## config.mk

```make
export PLATFORM = sky130hd
export DESIGN_NAME = weighted_pixel_blend_core_flat
export DESIGN_NICKNAME = d
export VERILOG_FILES = /design/src/sv/wpb_pkg.sv /design/src/sv/wpb_pix_if.sv /design/src/sv/wpb_res_if.sv /design/src/sv/wpb_unpack.sv /design/src/sv/wpb_mac.sv /design/src/sv/weighted_pixel_blend_core.sv /design/src/flat_wrapper.sv
export VERILOG_INCLUDE_DIRS = /design/src /design/src/sv
export SDC_FILE = /design/constraint.sdc
export NUM_CORES = 2
export LEC_CHECK = 0
export BUFFER_PORTS_ARGS = -buffer_cell sky130_fd_sc_hd__buf_2
export CAP_MARGIN = 20
export CORE_ASPECT_RATIO = 0.5
export CORE_UTILIZATION = 58
export CTS_CLUSTER_DIAMETER = 100
export DETAILED_ROUTE_END_ITERATION = 8
export PLACE_DENSITY = 0.82
export SLEW_MARGIN = 20
export SYNTH_ARGS = -nofsm -noshare
export SYNTH_HDL_FRONTEND = slang
export SYNTH_SLANG_ARGS = --single-unit
```

## constraint.sdc

```tcl
create_clock -name clk -period 5.48 [get_ports clk]
set_input_delay 1.644 -clock clk [delete_from_list [all_inputs] [get_ports clk]]
set_output_delay 1.644 -clock clk [all_outputs]
set_load 0.02 [all_outputs]
```

## src/sv/weighted_pixel_blend_core_macros.svh

```systemverilog
`ifndef WEIGHTED_PIXEL_BLEND_CORE_MACROS_SVH
`define WEIGHTED_PIXEL_BLEND_CORE_MACROS_SVH

// same-cycle implication, sampled on clk, quiet while arst_n is low
`define WPB_ASSERT_SAME(label, ante, cons) \
	label: assert property (@(posedge clk) disable iff (!arst_n) (ante) |-> (cons)) \
		else $error("%m: check failed");

// next-cycle implication
`define WPB_ASSERT_NEXT(label, ante, cons) \
	label: assert property (@(posedge clk) disable iff (!arst_n) (ante) |=> (cons)) \
		else $error("%m: check failed");

`endif

```

## src/sv/wpb_pkg.sv

```systemverilog
`timescale 1ns / 1ps

package wpb_pkg;

	// pixel_format codes; code 3 is treated as 32-bit RGBX
	localparam logic [1:0] FMT_RGB555 = 2'd0;
	localparam logic [1:0] FMT_RGB888 = 2'd1;
	localparam logic [1:0] FMT_RGBX   = 2'd2;
	localparam logic [1:0] FMT_RESET  = FMT_RGB888;

	localparam int unsigned ACC_W  = 40;
	localparam int unsigned FRAC_W = 12;
	localparam int unsigned PROD_W = 25;

	localparam logic [7:0] MAX_CH5 = 8'h1f;
	localparam logic [7:0] MAX_CH8 = 8'hff;

	localparam logic [1:0] REG_PIXEL_FORMAT = 2'd0;

	typedef struct packed {
		logic [7:0]         red;
		logic [7:0]         green;
		logic [7:0]         blue;
		logic signed [15:0] weight;
		logic               last;
		logic [1:0]         fmt;
	} item_t;

	// floor Q.12 to integer, clamp to [0, channel max]
	function automatic logic [7:0] finish_channel(input logic [ACC_W-1:0] sum,
			input logic narrow);
		logic [ACC_W-FRAC_W-1:0] v;
		logic [7:0]              maxv;
		maxv = narrow ? MAX_CH5 : MAX_CH8;
		v    = sum[ACC_W-1:FRAC_W];
		if (sum[ACC_W-1]) begin
			return 8'd0;
		end else if (v > {{(ACC_W-FRAC_W-8){1'b0}}, maxv}) begin
			return maxv;
		end else begin
			return v[7:0];
		end
	endfunction

	function automatic logic [31:0] pack_pixel(input logic [1:0] fmt,
			input logic [ACC_W-1:0] rs, input logic [ACC_W-1:0] gs,
			input logic [ACC_W-1:0] bs);
		logic       narrow;
		logic [7:0] r;
		logic [7:0] g;
		logic [7:0] b;
		logic [31:0] px;
		narrow = (fmt == FMT_RGB555);
		r = finish_channel(rs, narrow);
		g = finish_channel(gs, narrow);
		b = finish_channel(bs, narrow);
		unique case (fmt)
			FMT_RGB555: px = {16'd0, r[4:0], g[4:0], 1'b0, b[4:0]};
			FMT_RGB888: px = {8'd0, r, g, b};
			default:    px = {r, g, b, MAX_CH8};
		endcase
		return px;
	endfunction

endpackage

```

## src/sv/wpb_pix_if.sv

```systemverilog
`timescale 1ns / 1ps

interface wpb_pix_if;
	logic               valid;
	logic               ready;
	logic [31:0]        pixel_word;
	logic signed [15:0] weight;
	logic               last_item;

	modport source(output valid, output pixel_word, output weight, output last_item,
		input ready);
	modport sink(input valid, input pixel_word, input weight, input last_item,
		output ready);
endinterface

```

## src/sv/wpb_res_if.sv

```systemverilog
`timescale 1ns / 1ps

interface wpb_res_if;
	logic        valid;
	logic        ready;
	logic [31:0] blended_pixel;

	modport source(output valid, output blended_pixel, input ready);
	modport sink(input valid, input blended_pixel, output ready);
endinterface

```

## src/sv/wpb_unpack.sv

```systemverilog
`timescale 1ns / 1ps

// input register: takes a request and splits the pixel into channels
module wpb_unpack (
	input  logic                clk,
	input  logic                arst_n,
	wpb_pix_if.sink             pix,
	input  logic [1:0]          fmt,
	output wpb_pkg::item_t      item,
	output logic                item_valid,
	input  logic                item_ready
);

	logic           valid_s1;
	wpb_pkg::item_t item_s1;
	logic [7:0]     red;
	logic [7:0]     green;
	logic [7:0]     blue;

	always_comb begin
		unique case (fmt)
			wpb_pkg::FMT_RGB555: begin
				red   = {3'd0, pix.pixel_word[15:11]};
				green = {3'd0, pix.pixel_word[10:6]};
				blue  = {3'd0, pix.pixel_word[4:0]};
			end
			wpb_pkg::FMT_RGB888: begin
				red   = pix.pixel_word[23:16];
				green = pix.pixel_word[15:8];
				blue  = pix.pixel_word[7:0];
			end
			default: begin
				red   = pix.pixel_word[31:24];
				green = pix.pixel_word[23:16];
				blue  = pix.pixel_word[15:8];
			end
		endcase
	end

	assign pix.ready = !valid_s1 || item_ready;

	always_ff @(posedge clk or negedge arst_n) begin
		if (!arst_n) begin
			valid_s1 <= 1'b0;
		end else if (pix.ready) begin
			valid_s1 <= pix.valid;
		end
	end

	always_ff @(posedge clk) begin
		if (pix.ready && pix.valid) begin
			item_s1.red    <= red;
			item_s1.green  <= green;
			item_s1.blue   <= blue;
			item_s1.weight <= pix.weight;
			item_s1.last   <= pix.last_item;
			item_s1.fmt    <= fmt;
		end
	end

	assign item       = item_s1;
	assign item_valid = valid_s1;

endmodule

```

## src/sv/wpb_mac.sv

```systemverilog
`timescale 1ns / 1ps

`include "weighted_pixel_blend_core_macros.svh"

// product register, three accumulators and the result register
module wpb_mac (
	input  logic           clk,
	input  logic           arst_n,
	input  wpb_pkg::item_t item,
	input  logic           item_valid,
	output logic           item_ready,
	wpb_res_if.source      res
);

	logic                              valid_s2;
	logic signed [wpb_pkg::PROD_W-1:0] prod_r_s2;
	logic signed [wpb_pkg::PROD_W-1:0] prod_g_s2;
	logic signed [wpb_pkg::PROD_W-1:0] prod_b_s2;
	logic                              last_s2;
	logic [1:0]                        fmt_s2;

	logic [wpb_pkg::ACC_W-1:0] red_sum_q;
	logic [wpb_pkg::ACC_W-1:0] green_sum_q;
	logic [wpb_pkg::ACC_W-1:0] blue_sum_q;
	logic [wpb_pkg::ACC_W-1:0] red_next;
	logic [wpb_pkg::ACC_W-1:0] green_next;
	logic [wpb_pkg::ACC_W-1:0] blue_next;

	logic        out_valid_q;
	logic [31:0] pixel_q;
	logic        acc_take;
	logic        s2_load;

	// only a run end has to wait for the result register
	assign acc_take   = valid_s2 && !(last_s2 && out_valid_q && !res.ready);
	assign s2_load    = !valid_s2 || acc_take;
	assign item_ready = s2_load;

	always_ff @(posedge clk or negedge arst_n) begin
		if (!arst_n) begin
			valid_s2 <= 1'b0;
		end else if (s2_load) begin
			valid_s2 <= item_valid;
		end
	end

	always_ff @(posedge clk) begin
		if (s2_load && item_valid) begin
			prod_r_s2 <= item.weight * $signed({1'b0, item.red});
			prod_g_s2 <= item.weight * $signed({1'b0, item.green});
			prod_b_s2 <= item.weight * $signed({1'b0, item.blue});
			last_s2   <= item.last;
			fmt_s2    <= item.fmt;
		end
	end

	assign red_next   = red_sum_q
		+ {{(wpb_pkg::ACC_W-wpb_pkg::PROD_W){prod_r_s2[wpb_pkg::PROD_W-1]}}, prod_r_s2};
	assign green_next = green_sum_q
		+ {{(wpb_pkg::ACC_W-wpb_pkg::PROD_W){prod_g_s2[wpb_pkg::PROD_W-1]}}, prod_g_s2};
	assign blue_next  = blue_sum_q
		+ {{(wpb_pkg::ACC_W-wpb_pkg::PROD_W){prod_b_s2[wpb_pkg::PROD_W-1]}}, prod_b_s2};

	always_ff @(posedge clk or negedge arst_n) begin
		if (!arst_n) begin
			red_sum_q   <= '0;
			green_sum_q <= '0;
			blue_sum_q  <= '0;
		end else if (acc_take) begin
			if (last_s2) begin
				red_sum_q   <= '0;
				green_sum_q <= '0;
				blue_sum_q  <= '0;
			end else begin
				red_sum_q   <= red_next;
				green_sum_q <= green_next;
				blue_sum_q  <= blue_next;
			end
		end
	end

	always_ff @(posedge clk or negedge arst_n) begin
		if (!arst_n) begin
			out_valid_q <= 1'b0;
		end else if (acc_take && last_s2) begin
			out_valid_q <= 1'b1;
		end else if (res.ready) begin
			out_valid_q <= 1'b0;
		end
	end

	always_ff @(posedge clk) begin
		if (acc_take && last_s2) begin
			pixel_q <= wpb_pkg::pack_pixel(fmt_s2, red_next, green_next, blue_next);
		end
	end

	assign res.valid         = out_valid_q;
	assign res.blended_pixel = pixel_q;

	`WPB_ASSERT_NEXT(a_sums_cleared, acc_take && last_s2, red_sum_q == '0 && green_sum_q == '0 && blue_sum_q == '0)
	`WPB_ASSERT_SAME(a_result_from_run_end, $rose(out_valid_q), $past(acc_take && last_s2))
	`WPB_ASSERT_NEXT(a_rgb555_unused_zero, acc_take && last_s2 && fmt_s2 == wpb_pkg::FMT_RGB555, pixel_q[31:16] == 16'd0 && pixel_q[5] == 1'b0)
	`WPB_ASSERT_NEXT(a_product_held, valid_s2 && !acc_take, valid_s2 && $stable(prod_r_s2) && $stable(last_s2))

endmodule

```

## src/sv/weighted_pixel_blend_core.sv

```systemverilog
`timescale 1ns / 1ps

// Weighted pixel blend core.
// pix carries one source pixel a request (pixel_word, signed Q4.12 weight,
// last_item); res carries one packed blended pixel per run. Both are
// valid/ready channels, a request moves when valid and ready are high.
// Each channel of every pixel is multiplied by its weight and summed into
// 40-bit accumulators; the request with last_item set closes the run: sums
// are floored, clamped to [0, channel maximum], packed, and cleared.
// pixel_format (APB register at address 0, reset 1) selects 16-bit 5:5:5,
// 24-bit RGB or 32-bit RGBX (low byte forced to 0xff); change it only idle.
// Throughput: one pixel per cycle unless a closing pixel waits on a held
// result, set by the single multiply stage and the accumulator loop (one
// 40-bit add a cycle). The closing request's result passes from the input
// register through the product register and then the result register.
// Reset clears the pipeline and result valid flags and the accumulators.
// When res stalls, pixels that do not close a run keep flowing into the
// accumulators; a closing pixel waits until the held result is taken, and
// pix.ready falls only once that wait has backed up the input register.
module weighted_pixel_blend_core (
	input  logic        clk,
	input  logic        arst_n,
	wpb_pix_if.sink     pix,
	wpb_res_if.source   res,
	input  logic        psel,
	input  logic        penable,
	input  logic        pwrite,
	input  logic [1:0]  paddr,
	input  logic [31:0] pwdata,
	output logic [31:0] prdata,
	output logic        pready
);

	logic [1:0]     fmt_q;
	wpb_pkg::item_t item;
	logic           item_valid;
	logic           item_ready;
	logic           cfg_write;

	assign pready    = 1'b1;
	assign cfg_write = psel && penable && pwrite && pready;

	always_ff @(posedge clk or negedge arst_n) begin
		if (!arst_n) begin
			fmt_q <= wpb_pkg::FMT_RESET;
		end else if (cfg_write && paddr == wpb_pkg::REG_PIXEL_FORMAT) begin
			fmt_q <= pwdata[1:0];
		end
	end

	assign prdata = (paddr == wpb_pkg::REG_PIXEL_FORMAT) ? {30'd0, fmt_q} : 32'd0;

	wpb_unpack u_unpack (
		.clk        (clk),
		.arst_n     (arst_n),
		.pix        (pix),
		.fmt        (fmt_q),
		.item       (item),
		.item_valid (item_valid),
		.item_ready (item_ready)
	);

	wpb_mac u_mac (
		.clk        (clk),
		.arst_n     (arst_n),
		.item       (item),
		.item_valid (item_valid),
		.item_ready (item_ready),
		.res        (res)
	);

endmodule
```

## src/flat_wrapper.sv

```systemverilog
// flat-port wrapper written by rule: the top's interface ports become plain ports
module weighted_pixel_blend_core_flat 
  (clk, arst_n, psel, penable, pwrite, paddr, pwdata, prdata, pready, pix_valid, pix_pixel_word, pix_weight, pix_last_item, pix_ready, res_valid, res_blended_pixel, res_ready);
  wpb_pix_if pix_i ();
  wpb_res_if res_i ();
  input  logic clk;
  input  logic arst_n;
  input  logic psel;
  input  logic penable;
  input  logic pwrite;
  input  logic [1:0] paddr;
  input  logic [31:0] pwdata;
  output logic [31:0] prdata;
  output logic pready;
  input wire logic [$bits(pix_i.valid)-1:0] pix_valid;
  input wire logic [$bits(pix_i.pixel_word)-1:0] pix_pixel_word;
  input wire logic [$bits(pix_i.weight)-1:0] pix_weight;
  input wire logic [$bits(pix_i.last_item)-1:0] pix_last_item;
  output wire logic [$bits(pix_i.ready)-1:0] pix_ready;
  output wire logic [$bits(res_i.valid)-1:0] res_valid;
  output wire logic [$bits(res_i.blended_pixel)-1:0] res_blended_pixel;
  input wire logic [$bits(res_i.ready)-1:0] res_ready;
  assign pix_i.valid = pix_valid;
  assign pix_i.pixel_word = pix_pixel_word;
  assign pix_i.weight = pix_weight;
  assign pix_i.last_item = pix_last_item;
  assign pix_ready = pix_i.ready;
  assign res_valid = res_i.valid;
  assign res_blended_pixel = res_i.blended_pixel;
  assign res_i.ready = res_ready;
  weighted_pixel_blend_core u_core (.clk(clk), .arst_n(arst_n), .pix(pix_i), .res(res_i), .psel(psel), .penable(penable), .pwrite(pwrite), .paddr(paddr), .pwdata(pwdata), .prdata(prdata), .pready(pready));
endmodule
```

==> results.yml <==
sta:
  clock_skew_ns: 0.03173
  tightest_slew_ns: 1.120
  max_slew_margin_pct: 25.13
  period_minus_slack_ns: 5.415
  slew_violations: 0
  hold_violations: 0
  rsz0062_at_grt: "yes"
  period_share_pct: 98.81
  fmax_mhz: 184.7
  setup_viol: 0
route:
  first_pass_iters: 6
  drc: 0
  drt-total-wl_mm: 79.59
  postRouteAntennaNets: 0
  wire_per_inst_um: 18.55
  drt_iter0_drc: 2297
  vias: 25400
  viasPerCell: 5.920
global_routing:
  grt_overflow: 0
  use_met3_pct: 6.171
  grt_util_met1_pct: 40.24
  antenna_found_initial: 0
  busiest_layer: "met2"
  grt.total_usage_pct: 28.76
  grt_max_degree: 83
  met2_usage_pct: 45.38
  grt_pass1_vias: 25580
  grt_pass1_wl_mm: 129.0
setup_path:
  critPathKind: "register to register"
  worstPathRequired_ns: 5.84
  critPathCaptureType: "register"
  critPathLaunchType: "register"
  cp.arrival_ns: 5.78
  crit_fanout: 7
floorplanning:
  die_y_um: 166.8
  row_count: 59
  start_util_pct: 59.71
  ioPinCount: 157
  design.core.area_mm2: 0.05278
  die_x_um: 331.7
  fp.dieArea_mm2: 0.05533
logic_synthesis:
  ys_async_sr_fraction_pct: 44.96
  avgSynthCellArea_um2: 9.283
  synthesis.area_mm2: 0.03152
  ys_warn_count: 0
  syn_inst: 3395
  synth_edf_count: 153
  synth-seq-cells: 278
  synth_cell_types: 100
  ys.flop_type: "edfxtp_1"
  yosysSeqAreaShare_pct: 24.51
finish:
  final_area_mm2: 0.03493
  syn2layout_area_growth_pct: 10.85
  drive_above_1_share_pct: 12.01
  fillCellCount: 4011
  nNetsFinal: 4240
  final_common_cell: "inv_1"
  mostFrequentLayoutCells: "inv_1, nand2_1, fa_1"
placement:
  port_buffers: 95
  routabilityCongestion: 0.9460
  dp_hpwl_mm: 61.78
  post_dp_cell_area_mm2: 0.03344
clock_tree:
  tritoncts: "done"
  clock_sinks: 278
  cts_hold_buf: 0
  htreeDepth: 1
  clk_latency_ns: 0.62
  cts_buffers: 30
  ctsLongestPathBuffers: 3
  clock-root-buffer: "clkbuf_16"
  clk_pin_slew_worst_paths_ns: 0.07
worst_hold_path:
  hp-class: "register to register"
outcome:
  status: "finished clean"
job:
  cap_violations: 0
==> flip-flops by register name (all words and copies together) (netlist names) <==
name / cells
u_core.u_mac.fmt_s2: 2
u_core.u_mac.valid_s2: 1
u_core.u_mac.res.blended_pixel: 32
u_core.u_mac.prod_g_s2: 25
u_core.u_mac.red_sum_q: 40
u_core.u_mac.green_sum_q: 40
u_core.u_mac.prod_r_s2: 25
u_core.u_mac.res.valid: 1
u_core.u_unpack.item_valid: 1
u_core.u_unpack.item: 43
u_core.fmt_q: 2
u_core.u_mac.blue_sum_q: 40
u_core.u_mac.prod_b_s2: 25
u_core.u_mac.last_s2: 1
==> worst max-delay path: stages (launching register included) <==
cell and delay (ns):
edfxtp_1 0.45, buf_6 0.17, buf_6 0.13, nand2_2 0.07, fa_1 0.52, inv_1 0.07
fa_1 0.57, fa_1 0.44, fa_1 0.47, ha_1 0.33, a21boi_2 0.17, o21ai_2 0.16
a21oi_2 0.08, o21a_1 0.18, o31a_1 0.32, o41ai_2 0.30, buf_4 0.17, o2111ai_2 0.15
a31o_2 0.24, a21oi_2 0.13, xnor2_1 0.07
==> repair_timing <==
item                                    CTS  global route
resized for setup                        14            53
endpoints found under the hold margin     0             0
pin swaps                                 4            27
endpoints found under the setup margin   10            25
buffers inserted                          3            21
==> logic make-up (layout without fill, tap and decap cells) <==
logic type                 Yosys count  count (layout)  synth area share (%)
and+or+nand+nor                   1004            1004                 16.29
AOI/OAI and AO/OA                  724             724                 15.62
buffers and inverters              626             791                 7.964
adders and majority gates          585             585                 30.59
DFF                                278             278                 24.51
xor gates and xnor gates           156             156                 4.335
muxes                               20              20                0.6710
other                                2              32               0.02383
==> cell type report <==
| cell class | instances | area (µm²) | area share (%) |
|---|---|---|---|
| multi-input cells | 2520 | 21620 | 61.89 |
| flip-flops and latches | 278 | 7724 | 22.11 |
| repair buffers | 274 | 1909 | 5.465 |
| inverters | 461 | 1730 | 4.953 |
| well taps | 701 | 877.1 | 2.511 |
| clock buffers | 39 | 824.5 | 2.360 |
| clock inverters | 17 | 246.5 | 0.7056 |
| diodes | 1 | 2.502 | 0.007163 |
==> metal layers <==
| metal | vias to the layer above | part of all wire, % | wire, µm |
|---|---|---|---|
| met3 | 158 | 9.3 | 7388 |
| met2 | 988 | 44 | 34980 |
| met5 | - | 0 | 0 |
| li1 | 11750 | - | - |
| met4 | 0 | 2.8 | 2249 |
| met1 | 12510 | 44 | 34970 |
==> through the flow <==
step	hold WS [ns]	TNS, ns	setup WS [ns]	cells	util [%]
after floorplan	0.4003	-0.008809	-0.008809	3424	-
after CTS	0.4287	0	0.01656	4270	65.49
after global placement	0.4035	-0.4726	-0.1575	4211	63.35
after detailed placement	0.4150	-1.200	-0.3322	4211	63.35
final	0.4314	0	0.06500	4291	66.19
after global routing	0.4513	-0.3340	-0.1182	4290	66.18
==> worst paths after layout <==
check / cells after the start / start / slack (ns) / end
setup / recovery: 20 / u_core.u_unpack.item[10] / 0.07 / u_core.u_mac.prod_g_s2[24]
hold / removal: 0 / u_core.u_unpack.item[2] / 0.43 / u_core.u_mac.last_s2
setup reg to reg: 20 / u_core.u_unpack.item[10] / 0.07 / u_core.u_mac.prod_g_s2[24]
hold reg to reg: 0 / u_core.u_unpack.item[2] / 0.43 / u_core.u_mac.last_s2
max in group asynchronous: 2 / arst_n / 3.35 / u_core.u_mac.red_sum_q[5]
min in group asynchronous: 1 / arst_n / 1.11 / u_core.fmt_q[1]
==> Yosys cell counts, types with 8 or more instances <==
cell / n / area (µm²)
inv_1: 461 / 1730
nand2_1: 350 / 1314
fa_1: 309 / 6186
ha_1: 276 / 3453
and2_1: 262 / 1639
a21oi_1: 163 / 815.8
edfxtp_1: 153 / 4594
o21ai_0: 146 / 730.7
dfrtp_1: 124 / 3103
nor2_1: 122 / 457.9
clkbuf_1: 118 / 442.9
xnor2_1: 93 / 814.5
a21o_1: 75 / 563.0
xor2_1: 63 / 551.8
a22o_1: 62 / 543.0
nor3_1: 53 / 265.3
nand3_1: 49 / 245.2
buf_4: 32 / 240.2
o21a_1: 28 / 210.2
a31oi_1: 26 / 162.7
nand4_1: 26 / 162.7
o21bai_1: 26 / 195.2
a211oi_1: 24 / 180.2
nor2b_1: 23 / 143.9
and3_1: 19 / 118.9
nand2b_1: 19 / 118.9
o211ai_1: 19 / 142.6
o21ai_1: 19 / 95.09
o31ai_1: 14 / 105.1
a211o_1: 12 / 105.1
or2_2: 12 / 75.07
mux2i_1: 11 / 110.1
nor4_1: 11 / 68.82
mux2_2: 9 / 101.4
a21boi_0: 8 / 60.06
buf_2: 8 / 40.04
or3_1: 8 / 50.05
Power is not shown: default switching activity piles up to over one toggle a cycle in this logic, so the estimate is an artifact.
